[src/hdl/ybd_pkg.sv]
package ybd_pkg;

    localparam int THUMB_SIDE   = 16;
    localparam int BLOCK_FACTOR = 4;
    localparam int BLOCK_AREA   = BLOCK_FACTOR * BLOCK_FACTOR;

    localparam int TC_W  = $clog2(THUMB_SIDE);
    localparam int SUB_W = (BLOCK_FACTOR > 1) ? $clog2(BLOCK_FACTOR) : 1;
    localparam int ACC_W = $clog2(BLOCK_AREA * 255 + 1);

    localparam int DIV_K  = ACC_W + $clog2(BLOCK_AREA);
    localparam int DIV_M  = (2 ** DIV_K + BLOCK_AREA - 1) / BLOCK_AREA;
    localparam int DIV_MW = ACC_W + 2;
    localparam int PROD_W = ACC_W + DIV_MW;

    localparam int OUT_DEPTH = 8;
    localparam int PTR_W     = $clog2(OUT_DEPTH);
    localparam int CNT_W     = $clog2(OUT_DEPTH + 1);

    typedef logic [TC_W-1:0]   tc_t;
    typedef logic [SUB_W-1:0]  sub_t;
    typedef logic [ACC_W-1:0]  acc_t;
    typedef logic [PTR_W-1:0]  ptr_t;
    typedef logic [CNT_W-1:0]  cnt_t;
    typedef logic [CNT_W:0]    occ_t;
    typedef logic [PROD_W-1:0] prod_t;

    typedef struct packed {
        acc_t luma;
        acc_t cb;
        acc_t cr;
    } acc_word_t;

    typedef struct packed {
        logic [3:0] thumb_col;
        logic [3:0] thumb_row;
        logic [7:0] luma_avg;
        logic       chroma_valid;
        logic [7:0] cb_avg;
        logic [7:0] cr_avg;
        logic       frame_last;
    } result_t;

    function automatic logic [7:0] block_avg(input acc_t sum);
        prod_t prod;
        prod = prod_t'(sum) * prod_t'(DIV_M);
        return 8'(prod >> DIV_K);
    endfunction

endpackage

[src/hdl/ybd_if.sv]
interface ybd_pix_if;
    logic       valid;
    logic       ready;
    logic [7:0] luma_in;
    logic [7:0] cb_in;
    logic [7:0] cr_in;

    modport source (output valid, output luma_in, output cb_in, output cr_in, input ready);
    modport sink   (input valid, input luma_in, input cb_in, input cr_in, output ready);
endinterface

interface ybd_thumb_if;
    logic       valid;
    logic       ready;
    logic [3:0] thumb_col;
    logic [3:0] thumb_row;
    logic [7:0] luma_avg;
    logic       chroma_valid;
    logic [7:0] cb_avg;
    logic [7:0] cr_avg;
    logic       frame_last;

    modport source (
        output valid, output thumb_col, output thumb_row, output luma_avg,
        output chroma_valid, output cb_avg, output cr_avg, output frame_last,
        input ready
    );
    modport sink (
        input valid, input thumb_col, input thumb_row, input luma_avg,
        input chroma_valid, input cb_avg, input cr_avg, input frame_last,
        output ready
    );
endinterface

[src/hdl/ybd_out_fifo.sv]
module ybd_out_fifo (
    input  logic                clk,
    input  logic                rst_n,
    input  logic                push,
    input  ybd_pkg::result_t    push_word,
    output ybd_pkg::cnt_t       count,
    ybd_thumb_if.source         thumb
);

    ybd_pkg::result_t queue_reg [ybd_pkg::OUT_DEPTH];
    ybd_pkg::ptr_t    wr_ptr_reg;
    ybd_pkg::ptr_t    wr_ptr_next;
    ybd_pkg::ptr_t    rd_ptr_reg;
    ybd_pkg::ptr_t    rd_ptr_next;
    ybd_pkg::cnt_t    count_reg;
    ybd_pkg::cnt_t    count_next;
    ybd_pkg::result_t head;
    logic             pop;

    assign head  = queue_reg[rd_ptr_reg];
    assign pop   = thumb.valid && thumb.ready;
    assign count = count_reg;

    assign thumb.valid        = (count_reg != '0);
    assign thumb.thumb_col    = head.thumb_col;
    assign thumb.thumb_row    = head.thumb_row;
    assign thumb.luma_avg     = head.luma_avg;
    assign thumb.chroma_valid = head.chroma_valid;
    assign thumb.cb_avg       = head.cb_avg;
    assign thumb.cr_avg       = head.cr_avg;
    assign thumb.frame_last   = head.frame_last;

    always_comb
    begin
        wr_ptr_next = wr_ptr_reg;
        rd_ptr_next = rd_ptr_reg;
        count_next  = count_reg;
        if (push)
        begin
            wr_ptr_next = (wr_ptr_reg == ybd_pkg::ptr_t'(ybd_pkg::OUT_DEPTH - 1)) ?
                          '0 : wr_ptr_reg + ybd_pkg::ptr_t'(1);
        end
        if (pop)
        begin
            rd_ptr_next = (rd_ptr_reg == ybd_pkg::ptr_t'(ybd_pkg::OUT_DEPTH - 1)) ?
                          '0 : rd_ptr_reg + ybd_pkg::ptr_t'(1);
        end
        if (push && !pop)
        begin
            count_next = count_reg + ybd_pkg::cnt_t'(1);
        end
        else if (pop && !push)
        begin
            count_next = count_reg - ybd_pkg::cnt_t'(1);
        end
    end

    always_ff @(posedge clk or negedge rst_n)
    begin
        if (!rst_n)
        begin
            wr_ptr_reg <= '0;
            rd_ptr_reg <= '0;
            count_reg  <= '0;
        end
        else
        begin
            wr_ptr_reg <= wr_ptr_next;
            rd_ptr_reg <= rd_ptr_next;
            count_reg  <= count_next;
        end
    end

    always_ff @(posedge clk)
    begin
        if (push)
        begin
            queue_reg[wr_ptr_reg] <= push_word;
        end
    end

endmodule

[src/hdl/yuv_box_downsample_420.sv]
// Box-filter downsampler: takes a square YUV image, one pixel word per cycle in raster
// order while ready is high, and returns one thumbnail word per completed block with its
// floor-average luma; on odd thumbnail rows and columns the word also carries the 4:2:0
// chroma average of the 2x2 group of block chroma averages. Pixels are accepted at one
// per cycle while ready is high: the per-column block sums live in a synchronous memory
// that is read at acceptance and written back in the cycle after, with forwarding between
// neighboring pixels of the same block column. A result word passes through the s1, s2
// and s3 registers after its block's last pixel is accepted, then through an eight-word
// output queue; ready drops only while that queue together with the results still in the
// pipeline would be full. No clearing pass is needed after reset.
module yuv_box_downsample_420 (
    input  logic        clk,
    input  logic        rst_n,
    ybd_pix_if.sink     pix,
    ybd_thumb_if.source thumb
);

    typedef struct packed {
        logic [7:0] cb;
        logic [7:0] cr;
    } chroma_pair_t;

    logic               accept;
    logic               done_in;

    ybd_pkg::sub_t      col_sub_reg;
    ybd_pkg::sub_t      col_sub_next;
    ybd_pkg::tc_t       col_blk_reg;
    ybd_pkg::tc_t       col_blk_next;
    ybd_pkg::sub_t      row_sub_reg;
    ybd_pkg::sub_t      row_sub_next;
    ybd_pkg::tc_t       row_blk_reg;
    ybd_pkg::tc_t       row_blk_next;

    ybd_pkg::acc_word_t acc_mem [ybd_pkg::THUMB_SIDE];
    ybd_pkg::acc_word_t acc_rd_reg;
    logic [ybd_pkg::THUMB_SIDE-1:0] acc_ok_reg;
    logic               fwd_hit_reg;
    logic               fwd_hit_next;
    ybd_pkg::acc_word_t fwd_data_reg;

    logic               s1_valid_reg;
    logic               s1_done_reg;
    ybd_pkg::tc_t       s1_tc_reg;
    ybd_pkg::tc_t       s1_tr_reg;
    logic [7:0]         s1_luma_reg;
    logic [7:0]         s1_cb_reg;
    logic [7:0]         s1_cr_reg;
    ybd_pkg::acc_word_t acc_old;
    ybd_pkg::acc_word_t acc_sum;
    ybd_pkg::acc_word_t acc_wr;

    logic               s2_valid_reg;
    ybd_pkg::tc_t       s2_tc_reg;
    ybd_pkg::tc_t       s2_tr_reg;
    ybd_pkg::acc_word_t s2_sum_reg;

    chroma_pair_t       up_mem [ybd_pkg::THUMB_SIDE];
    chroma_pair_t       up_cur_reg;
    chroma_pair_t       up_prev_reg;

    logic               s3_valid_reg;
    ybd_pkg::tc_t       s3_tc_reg;
    ybd_pkg::tc_t       s3_tr_reg;
    logic [7:0]         s3_luma_reg;
    chroma_pair_t       s3_chroma_reg;
    chroma_pair_t       left_reg;

    logic [9:0]         cb_group;
    logic [9:0]         cr_group;
    logic               chroma_on;
    ybd_pkg::result_t   result;

    ybd_pkg::cnt_t      fifo_count;
    ybd_pkg::occ_t      occupancy;

    assign accept  = pix.valid && pix.ready;
    assign done_in = (col_sub_reg == ybd_pkg::sub_t'(ybd_pkg::BLOCK_FACTOR - 1)) &&
                     (row_sub_reg == ybd_pkg::sub_t'(ybd_pkg::BLOCK_FACTOR - 1));

    assign occupancy = ybd_pkg::occ_t'(fifo_count) +
                       ybd_pkg::occ_t'(s1_valid_reg && s1_done_reg) +
                       ybd_pkg::occ_t'(s2_valid_reg) +
                       ybd_pkg::occ_t'(s3_valid_reg);
    assign pix.ready = (occupancy < ybd_pkg::occ_t'(ybd_pkg::OUT_DEPTH));

    always_comb
    begin
        col_sub_next = col_sub_reg;
        col_blk_next = col_blk_reg;
        row_sub_next = row_sub_reg;
        row_blk_next = row_blk_reg;
        if (accept)
        begin
            if (col_sub_reg == ybd_pkg::sub_t'(ybd_pkg::BLOCK_FACTOR - 1))
            begin
                col_sub_next = '0;
                if (col_blk_reg == ybd_pkg::tc_t'(ybd_pkg::THUMB_SIDE - 1))
                begin
                    col_blk_next = '0;
                    if (row_sub_reg == ybd_pkg::sub_t'(ybd_pkg::BLOCK_FACTOR - 1))
                    begin
                        row_sub_next = '0;
                        row_blk_next = (row_blk_reg == ybd_pkg::tc_t'(ybd_pkg::THUMB_SIDE - 1)) ?
                                       '0 : row_blk_reg + ybd_pkg::tc_t'(1);
                    end
                    else
                    begin
                        row_sub_next = row_sub_reg + ybd_pkg::sub_t'(1);
                    end
                end
                else
                begin
                    col_blk_next = col_blk_reg + ybd_pkg::tc_t'(1);
                end
            end
            else
            begin
                col_sub_next = col_sub_reg + ybd_pkg::sub_t'(1);
            end
        end
    end

    // read-modify-write of the block sums
    always_comb
    begin
        if (fwd_hit_reg)
        begin
            acc_old = fwd_data_reg;
        end
        else if (acc_ok_reg[s1_tc_reg])
        begin
            acc_old = acc_rd_reg;
        end
        else
        begin
            acc_old = '0;
        end
        acc_sum.luma = acc_old.luma + ybd_pkg::acc_t'(s1_luma_reg);
        acc_sum.cb   = acc_old.cb + ybd_pkg::acc_t'(s1_cb_reg);
        acc_sum.cr   = acc_old.cr + ybd_pkg::acc_t'(s1_cr_reg);
        acc_wr       = s1_done_reg ? '0 : acc_sum;
    end

    assign fwd_hit_next = accept && s1_valid_reg && (col_blk_reg == s1_tc_reg);

    always_comb
    begin
        chroma_on = s3_tr_reg[0] && s3_tc_reg[0];
        cb_group  = 10'(up_prev_reg.cb) + 10'(up_cur_reg.cb) + 10'(left_reg.cb) +
                    10'(s3_chroma_reg.cb);
        cr_group  = 10'(up_prev_reg.cr) + 10'(up_cur_reg.cr) + 10'(left_reg.cr) +
                    10'(s3_chroma_reg.cr);
        result.thumb_col    = 4'(s3_tc_reg);
        result.thumb_row    = 4'(s3_tr_reg);
        result.luma_avg     = s3_luma_reg;
        result.chroma_valid = chroma_on;
        result.cb_avg       = chroma_on ? cb_group[9:2] : 8'd0;
        result.cr_avg       = chroma_on ? cr_group[9:2] : 8'd0;
        result.frame_last   = (s3_tc_reg == ybd_pkg::tc_t'(ybd_pkg::THUMB_SIDE - 1)) &&
                              (s3_tr_reg == ybd_pkg::tc_t'(ybd_pkg::THUMB_SIDE - 1));
    end

    always_ff @(posedge clk or negedge rst_n)
    begin
        if (!rst_n)
        begin
            col_sub_reg  <= '0;
            col_blk_reg  <= '0;
            row_sub_reg  <= '0;
            row_blk_reg  <= '0;
            acc_ok_reg   <= '0;
            fwd_hit_reg  <= 1'b0;
            s1_valid_reg <= 1'b0;
            s2_valid_reg <= 1'b0;
            s3_valid_reg <= 1'b0;
            left_reg     <= '0;
        end
        else
        begin
            col_sub_reg  <= col_sub_next;
            col_blk_reg  <= col_blk_next;
            row_sub_reg  <= row_sub_next;
            row_blk_reg  <= row_blk_next;
            fwd_hit_reg  <= fwd_hit_next;
            s1_valid_reg <= accept;
            s2_valid_reg <= s1_valid_reg && s1_done_reg;
            s3_valid_reg <= s2_valid_reg;
            if (s1_valid_reg)
            begin
                acc_ok_reg[s1_tc_reg] <= 1'b1;
            end
            if (s3_valid_reg && s3_tr_reg[0] && !s3_tc_reg[0])
            begin
                left_reg <= s3_chroma_reg;
            end
        end
    end

    always_ff @(posedge clk)
    begin
        if (accept)
        begin
            s1_done_reg <= done_in;
            s1_tc_reg   <= col_blk_reg;
            s1_tr_reg   <= row_blk_reg;
            s1_luma_reg <= pix.luma_in;
            s1_cb_reg   <= pix.cb_in;
            s1_cr_reg   <= pix.cr_in;
        end
        fwd_data_reg <= acc_wr;

        s2_tc_reg  <= s1_tc_reg;
        s2_tr_reg  <= s1_tr_reg;
        s2_sum_reg <= acc_sum;

        s3_tc_reg        <= s2_tc_reg;
        s3_tr_reg        <= s2_tr_reg;
        s3_luma_reg      <= ybd_pkg::block_avg(s2_sum_reg.luma);
        s3_chroma_reg.cb <= ybd_pkg::block_avg(s2_sum_reg.cb);
        s3_chroma_reg.cr <= ybd_pkg::block_avg(s2_sum_reg.cr);
    end

    always_ff @(posedge clk)
    begin
        acc_rd_reg <= acc_mem[col_blk_reg];
        if (s1_valid_reg)
        begin
            acc_mem[s1_tc_reg] <= acc_wr;
        end
    end

    always_ff @(posedge clk)
    begin
        up_cur_reg  <= up_mem[s2_tc_reg];
        up_prev_reg <= up_mem[s2_tc_reg - ybd_pkg::tc_t'(1)];
        if (s3_valid_reg && !s3_tr_reg[0])
        begin
            up_mem[s3_tc_reg] <= s3_chroma_reg;
        end
    end

    ybd_out_fifo u_out_fifo (
        .clk       (clk),
        .rst_n     (rst_n),
        .push      (s3_valid_reg),
        .push_word (result),
        .count     (fifo_count),
        .thumb     (thumb)
    );

endmodule

[src/flat_wrapper.sv]
// flat-port wrapper written by rule: the top's interface ports become plain ports
module yuv_box_downsample_420_flat 
  (clk, rst_n, pix_valid, pix_luma_in, pix_cb_in, pix_cr_in, pix_ready, thumb_valid, thumb_thumb_col, thumb_thumb_row, thumb_luma_avg, thumb_chroma_valid, thumb_cb_avg, thumb_cr_avg, thumb_frame_last, thumb_ready);
  ybd_pix_if pix_i ();
  ybd_thumb_if thumb_i ();
  input  logic clk;
  input  logic rst_n;
  input wire logic [$bits(pix_i.valid)-1:0] pix_valid;
  input wire logic [$bits(pix_i.luma_in)-1:0] pix_luma_in;
  input wire logic [$bits(pix_i.cb_in)-1:0] pix_cb_in;
  input wire logic [$bits(pix_i.cr_in)-1:0] pix_cr_in;
  output wire logic [$bits(pix_i.ready)-1:0] pix_ready;
  output wire logic [$bits(thumb_i.valid)-1:0] thumb_valid;
  output wire logic [$bits(thumb_i.thumb_col)-1:0] thumb_thumb_col;
  output wire logic [$bits(thumb_i.thumb_row)-1:0] thumb_thumb_row;
  output wire logic [$bits(thumb_i.luma_avg)-1:0] thumb_luma_avg;
  output wire logic [$bits(thumb_i.chroma_valid)-1:0] thumb_chroma_valid;
  output wire logic [$bits(thumb_i.cb_avg)-1:0] thumb_cb_avg;
  output wire logic [$bits(thumb_i.cr_avg)-1:0] thumb_cr_avg;
  output wire logic [$bits(thumb_i.frame_last)-1:0] thumb_frame_last;
  input wire logic [$bits(thumb_i.ready)-1:0] thumb_ready;
  assign pix_i.valid = pix_valid;
  assign pix_i.luma_in = pix_luma_in;
  assign pix_i.cb_in = pix_cb_in;
  assign pix_i.cr_in = pix_cr_in;
  assign pix_ready = pix_i.ready;
  assign thumb_valid = thumb_i.valid;
  assign thumb_thumb_col = thumb_i.thumb_col;
  assign thumb_thumb_row = thumb_i.thumb_row;
  assign thumb_luma_avg = thumb_i.luma_avg;
  assign thumb_chroma_valid = thumb_i.chroma_valid;
  assign thumb_cb_avg = thumb_i.cb_avg;
  assign thumb_cr_avg = thumb_i.cr_avg;
  assign thumb_frame_last = thumb_i.frame_last;
  assign thumb_i.ready = thumb_ready;
  yuv_box_downsample_420 u_core (.clk(clk), .rst_n(rst_n), .pix(pix_i), .thumb(thumb_i));
endmodule
[config.mk]
export PLATFORM = sky130hd
export DESIGN_NAME = yuv_box_downsample_420_flat
export DESIGN_NICKNAME = d
export VERILOG_FILES = /design/src/hdl/ybd_pkg.sv /design/src/hdl/ybd_if.sv /design/src/hdl/ybd_out_fifo.sv /design/src/hdl/yuv_box_downsample_420.sv /design/src/flat_wrapper.sv
export SDC_FILE = /design/constraint.sdc
export NUM_CORES = 2
export LEC_CHECK = 0
export ABC_AREA = 1
export BUFFER_PORTS_ARGS = -buffer_cell sky130_fd_sc_hd__buf_2
export CORE_ASPECT_RATIO = 0.7
export CORE_MARGIN = 1
export CORE_UTILIZATION = 30
export DETAILED_ROUTE_END_ITERATION = 8
export SKIP_LAST_GASP = 1
export SLEW_MARGIN = 10
export SYNTH_ARGS = -nofsm -noshare
export SYNTH_HDL_FRONTEND = slang
export SYNTH_HIERARCHICAL = 1
export SYNTH_SLANG_ARGS = --single-unit
[constraint.sdc]
create_clock -name clk -period 5.3 [get_ports clk]
set_input_delay 1.06 -clock clk [delete_from_list [all_inputs] [get_ports clk]]
set_output_delay 1.06 -clock clk [all_outputs]
set_load 0.1 [all_outputs]
* Word level (Yosys, flattened, before mapping)
Memories as Yosys holds them, arrays and structs flattened. A register that Yosys moved wholly into a read port is not among the register bits.
Index checks and enable logic that the tools add are counted.
Widths: inputs -> output; s select.
** Word-level totals
- Bits in registers :: 203
- Latch bits :: 0
- Memory bits (writable) :: 1104
- Bits in read-only memories :: 0
- Input bits :: 28
- Output and inout bits :: 36
- Word-level logic and storage cells :: 116
- Memories kept :: 3
** Memories
- u_core.acc_mem :: words 16, bits a word 36, read ports 1, clocked after Yosys merged registers in 1, write ports 1, RTL line yuv_box_downsample_420.sv:35 : ybd_pkg::acc_word_t acc_mem [ybd_pkg::THUMB_SIDE];
- u_core.u_out_fifo.queue_reg :: words 8, bits a word 34, read ports 1, clocked after Yosys merged registers in 0, write ports 1, RTL line ybd_out_fifo.sv:10 : ybd_pkg::result_t queue_reg [ybd_pkg::OUT_DEPTH];
- u_core.up_mem :: words 16, bits a word 16, read ports 2, clocked after Yosys merged registers in 2, write ports 1, RTL line yuv_box_downsample_420.sv:58 : chroma_pair_t up_mem [ybd_pkg::THUMB_SIDE];
** Cells by class
- $add $sub $neg :: 21
- Multiply operators :: 0
- Div/mod/pow operators :: 0
- Order comparisons :: 3
- Equal/unequal tests :: 9
- Shift-type cells :: 0
- Mux-type cells :: 23
- Bitwise gates (word level) :: 1
- Reductions and logical operators :: 23
** Operator list (number)
- $mux 36 :: 3
- $add 10x8->10 :: 4
- $add 12x8->12 :: 3
- $add 8x8->9 :: 2
- $eq 4x4->1 const B :: 4
- $mux 4 :: 4
- $mux 8 :: 2
- $or 16x16->16 :: 1
- $logic_and 1x1->1 :: 14
- $add 4x1->4 const B :: 3
- $add 5x1->5 :: 2
- $mux 1 :: 8
- $sub 4x1->4 const B :: 2
- $add 3x1->3 const B :: 2
- $eq 3x3->1 const B :: 2
- $mux 3 :: 2
- $add 4x1->5 :: 1
- $lt 4x5->1 const B :: 1
- $lt 5x4->1 const B :: 1
- $add 2x1->2 const B :: 2
- $bmux 1 s4 :: 1
- $demux 1 s4 :: 1
- $eq 2x2->1 const B :: 2
- $eq 4x4->1 :: 1
- other kinds (8) :: 12

* Logic depth before layout (Yosys ltp)
- Depth in word-level cells :: 8
- Gate-level depth with buffers :: 24
- Gate-level depth less buffers :: 21

* By module
The synthesis kept the hierarchy.
** Modules (own cells, without submodules)
- yuv_box_downsample_420 :: times used 1, cells an instance 3846, area each 44490.2 sq um, sequential area each 30539.3 sq um
- ybd_out_fifo :: times used 1, cells an instance 987, area each 11702.5 sq um, sequential area each 8418.1 sq um

* Worst setup path after synthesis
No wires, ideal clock.
- Path type :: reg2out
- From :: reg u_core.s1_done_reg
- To :: out pix_ready
- Arrival time :: 3142 ps
- Data required time :: 4240 ps
- Setup slack :: 1098 ps
- Cell stages (with the launch flop) :: 9
- Path buffers :: 2
- Cell sequence :: edfxtp_1 -> clkbuf_1 -> buf_1 -> nand2_1 -> inv_1 -> fa_1 -> ha_1 -> a31o_1 -> a21oi_1
** On the way
- Longest elaborated chain between the ends :: 5
** Ends and longest elaborated chain
- start: declaration :: RTL line yuv_box_downsample_420.sv:43 : logic s1_done_reg;
- start signal: assignment :: RTL line yuv_box_downsample_420.sv:204 : s1_done_reg <= done_in;
- $logic_and 1x1->1 :: RTL line yuv_box_downsample_420.sv:82 : ybd_pkg::occ_t'(s1_valid_reg && s1_done_reg) +
- $add 4x1->5 :: RTL line yuv_box_downsample_420.sv:81 : assign occupancy = ybd_pkg::occ_t'(fifo_count) +
- $add 5x1->5 :: RTL line yuv_box_downsample_420.sv:82
- $add 5x1->5 :: RTL line yuv_box_downsample_420.sv:83 : ybd_pkg::occ_t'(s2_valid_reg) +
- $lt 5x4->1 :: RTL line yuv_box_downsample_420.sv:85 : assign pix.ready = (occupancy < ybd_pkg::occ_t'(ybd_pkg::OUT_DEPTH));
- end: declaration :: RTL line flat_wrapper.sv:12 : output wire logic [$bits(pix_i.ready)-1:0] pix_ready;
No other way between the ends.

==> results list <==
* Max IR drop VDD: 0.450 mV
* Relative slew slack: 16.9%
* Setup repair after global routing missed its margin: false
- Mapped cell area: 56,200 sq um
* Mapped Cells: 4,833
- The count of nets left with antenna violations once routing finished came out at 0.
- Walking the worst path, the cells encountered are inv_2 -> nand2_1 -> nand2_1 -> nand2_1 -> nand2_1 -> nand2_1 -> nand2_2 -> nor2_4 -> o21ai_0 -> ha_1 -> fa_1 -> nand3_1 -> nand2_1 -> nand2_1 -> nand2_1 -> a21oi_1 -> o21ai_0 -> xnor2_1 -> nor2_1.
* Final Non-Filler Cells: 7,411
* First-pass GRT wire length: 226 mm
* Clock latency of the later-clocked register in the worst-skew pair: 750 ps
- Of all nets on the critical path, the largest fanout is 19.
* CTS Buf Count: 121
* Top-count cell post-synth: edfxtp_1
- Counting every net in the synthesized netlist gives 4,949.
* Share of post-route cells with drive strength above 1: 10.3%
- Max-slew violation count: 0
* Share of synthesized flip-flops with an asynchronous set or reset: 4.26%
* Level count of the clock H-tree: 3
- The number of antenna violations at the first check in global routing was 4.
* Total routing usage reported by global routing: 15.7%
- Post-DP Area: 59,300 sq um
- Endpoint type of the worst setup path: flip-flop
* Most common cell on crit path: nand2_1
- Post-cts gate resize count: 0
- Setup violators final: 0
* Pin count of the biggest net entering global routing: 208
- Number of enable-type register cells in the synthesized netlist: 1,137
- At the worst endpoint, the required time is 5680 ps.
- Most area-consuming cells after synthesis: edfxtp_1 61%, o21ai_0 6.7%, dfxtp_1 6.0%
- Buffers inserted during post-CTS setup optimization: 0
- Aggregate global routing overflow: 0
- Setup Total Neg Slack: 0 ps
- The HPWL after detailed placement is 82.9 mm.
- Post-Route Skew: 35.5 ps
* Total buffers and inverters traversed by the critical path: 1
- The final hold violation count came to 0.
- # nets final: 4,937
* CP top delay family: simple AND/OR/NAND/NOR gates
- The tree built by TritonCTS fans out to 1,363 sinks.
- Lkg Pwr: 22.5 nW
- Count of synthesis-stage warnings from yosys: 6
* Number of port buffers: 63
* Number of vias in the routed layout: 37.0k
- The min-delay analysis places its worst path in the category in2async.
- Die area: 189,000 sq um
- Avg Inst Size Synth: 11.6 sq um
- Synthesis inferred 1,363 register bits.
- Final worst path period share: 90.9%
* Detailed-route DRC error count: 0
- The die is 364 microns tall.
- Synth cell types: 50
- Yosys top cell area share: 60.8%
* Largest register FFs: 576
* Total detailed-routing wirelength: 152 mm
* Pwr Density: 644 nW/um^2
- After clock tree synthesis, the flow added hold-fix buffers numbering 0.
* Post-layout min period: 4820 ps
- Once the floorplan was initialized, standard cells occupied 30.3% of the core.
- Timing would allow up to 208 MHz.
- Design area: 63,300 sq um
- TritonCTS built the clock tree.
* Floorplan row count: 132
* Proportion of synthesized chip area in sequential cells: 69.3%
* Buffer depth of the longest clock path: 3
- Critical Path Max Stage Delay: 810 ps
* I/O pin cnt: 64
* Area Growth Syn to Fin: 12.7%
* Status: finished, final reports clean
- For the worst flop-to-flop path, the logic depth is 19.
- Dividing the detail-routed via count by the number of cells gives 4.99.
- Data on the critical path arrives at its endpoint at 5200 ps.
* Max cap viols: 0
* Critical Path Start Type: flip-flop
- Once layout is complete, the utilization of the core stands at 34.2%.
- Clock-pin slew was measured on the worst setup and hold paths at 70 ps.
- The worst setup path is of the reg2reg kind.
- Worst slew pin tran: 1240 ps
- In the synthesized netlist the dominant register cell turns out to be edfxtp_1.
- The number of placed instances, taps included, is 7,177.
- For this design, the slowest cell found on the critical path is nor2_1.
- Leading post-synthesis cells by instance count: 1,137 x edfxtp_1, 752 x o21ai_0, 642 x nand2_1
- The via count of the first global-routing pass was 35.2k.
- The pre-antenna-repair detailed-routing pass consisted of 8 iterations.
- In this run the number of cells on the critical path is 19.
* Horizontal die dimension: 519 microns
- The first routing iteration left 3,845 violations.
- In this run the clock root is driven by a clkbuf_16.
- In the final routed layout, each cell accounts on average for 20.5 microns.
* Cell accounting for the most synthesized area: edfxtp_1
* Routability cong.: 0.823
- In this run the standard cell core region covers 185,000 sq um.
-- cell usage in the layout (no fill, tap or decap), types with 16 or more instances in the layout --
master	synthesis	final
a21oi_1	213	213
buf_2	56	62
buf_4	5	91
clkbuf_1	200	28
clkbuf_16	0	123
clkbuf_8	0	17
clkinv_1	1	16
clkinv_2	0	23
dfrtp_1	58	52
dfxtp_1	168	166
edfxtp_1	1137	1137
fa_1	37	37
ha_1	51	50
inv_1	312	305
nand2_1	642	642
nand2_2	72	72
nand3_1	177	177
nor2_1	522	489
nor2_4	0	32
o211ai_1	28	28
o21ai_0	752	752
o21ai_1	81	81
o221ai_1	88	88
o22ai_1	90	90
-- routing by layer --
layer  up-vias  part of all wire [%]  GRT usage, %
li1      17100                     -             -
met5         -                 0.015             0
met1     18200                    44          22.0
met3       251                   8.4          3.36
met4         4                   2.4          4.51
met2      1424                    45          24.5
-- cell type report --
| cell class | instances | area (sq um) |
|---|---|---|
| antenna | 2 | 5.00 |
| clock buffer | 168 | 3420 |
| clock inverter | 64 | 606 |
| fill | 18100 | 122000 |
| inverter | 320 | 1230 |
| multi-input combinational | 2859 | 15000 |
| sequential | 1363 | 39000 |
| tap | 2479 | 3100 |
| timing repair buffer | 156 | 1050 |
-- cell families after synthesis --
logic type | synth area share, %
compound gates | 12.4
xor+xnor | 0.448
fa+ha+maj | 2.45
buf+inv | 4.60
flops | 69.3
mux | 0.0401
simple gates | 10.8
-- report_power, final --
group	switching, W	leakage (nW)	total (W)	internal [W]
Combinational	0.0117	8.05	0.0159	0.00413
Clock	0.00400	1.98	0.00895	0.00495
Sequential	0.00106	12.5	0.0160	0.0149
-- per-stage QoR --
step	worst slack, ps	hold WS [ps]	power (W)
after floorplan	1100	310	0.0269
after global placement	866	311	0.0316
after detailed placement	544	314	0.0319
after CTS	501	182	0.0409
after global routing	84.7	205	0.0432
final	484	224	0.0408
-- worst paths after layout --
| check | startpoint | to | slack, ps |
|---|---|---|---|
| worst max-delay path | u_core/s1_tc_reg[0] | u_core/acc_mem[7][20] | 480 |
| worst min-delay path | rst_n | u_core/left_reg[8] | 220 |
| worst max register to register | u_core/s1_tc_reg[0] | u_core/acc_mem[7][20] | 480 |
| worst min register to register | u_core/s2_tr_reg[2] | u_core/s3_tr_reg[2] | 330 |
| max in group asynchronous | rst_n | u_core/u_out_fifo/rd_ptr_reg[0] | 4070 |
| min in group clk | u_core/s2_tr_reg[2] | u_core/s3_tr_reg[2] | 330 |
Note: power is estimated with default switching activity, not from simulation.
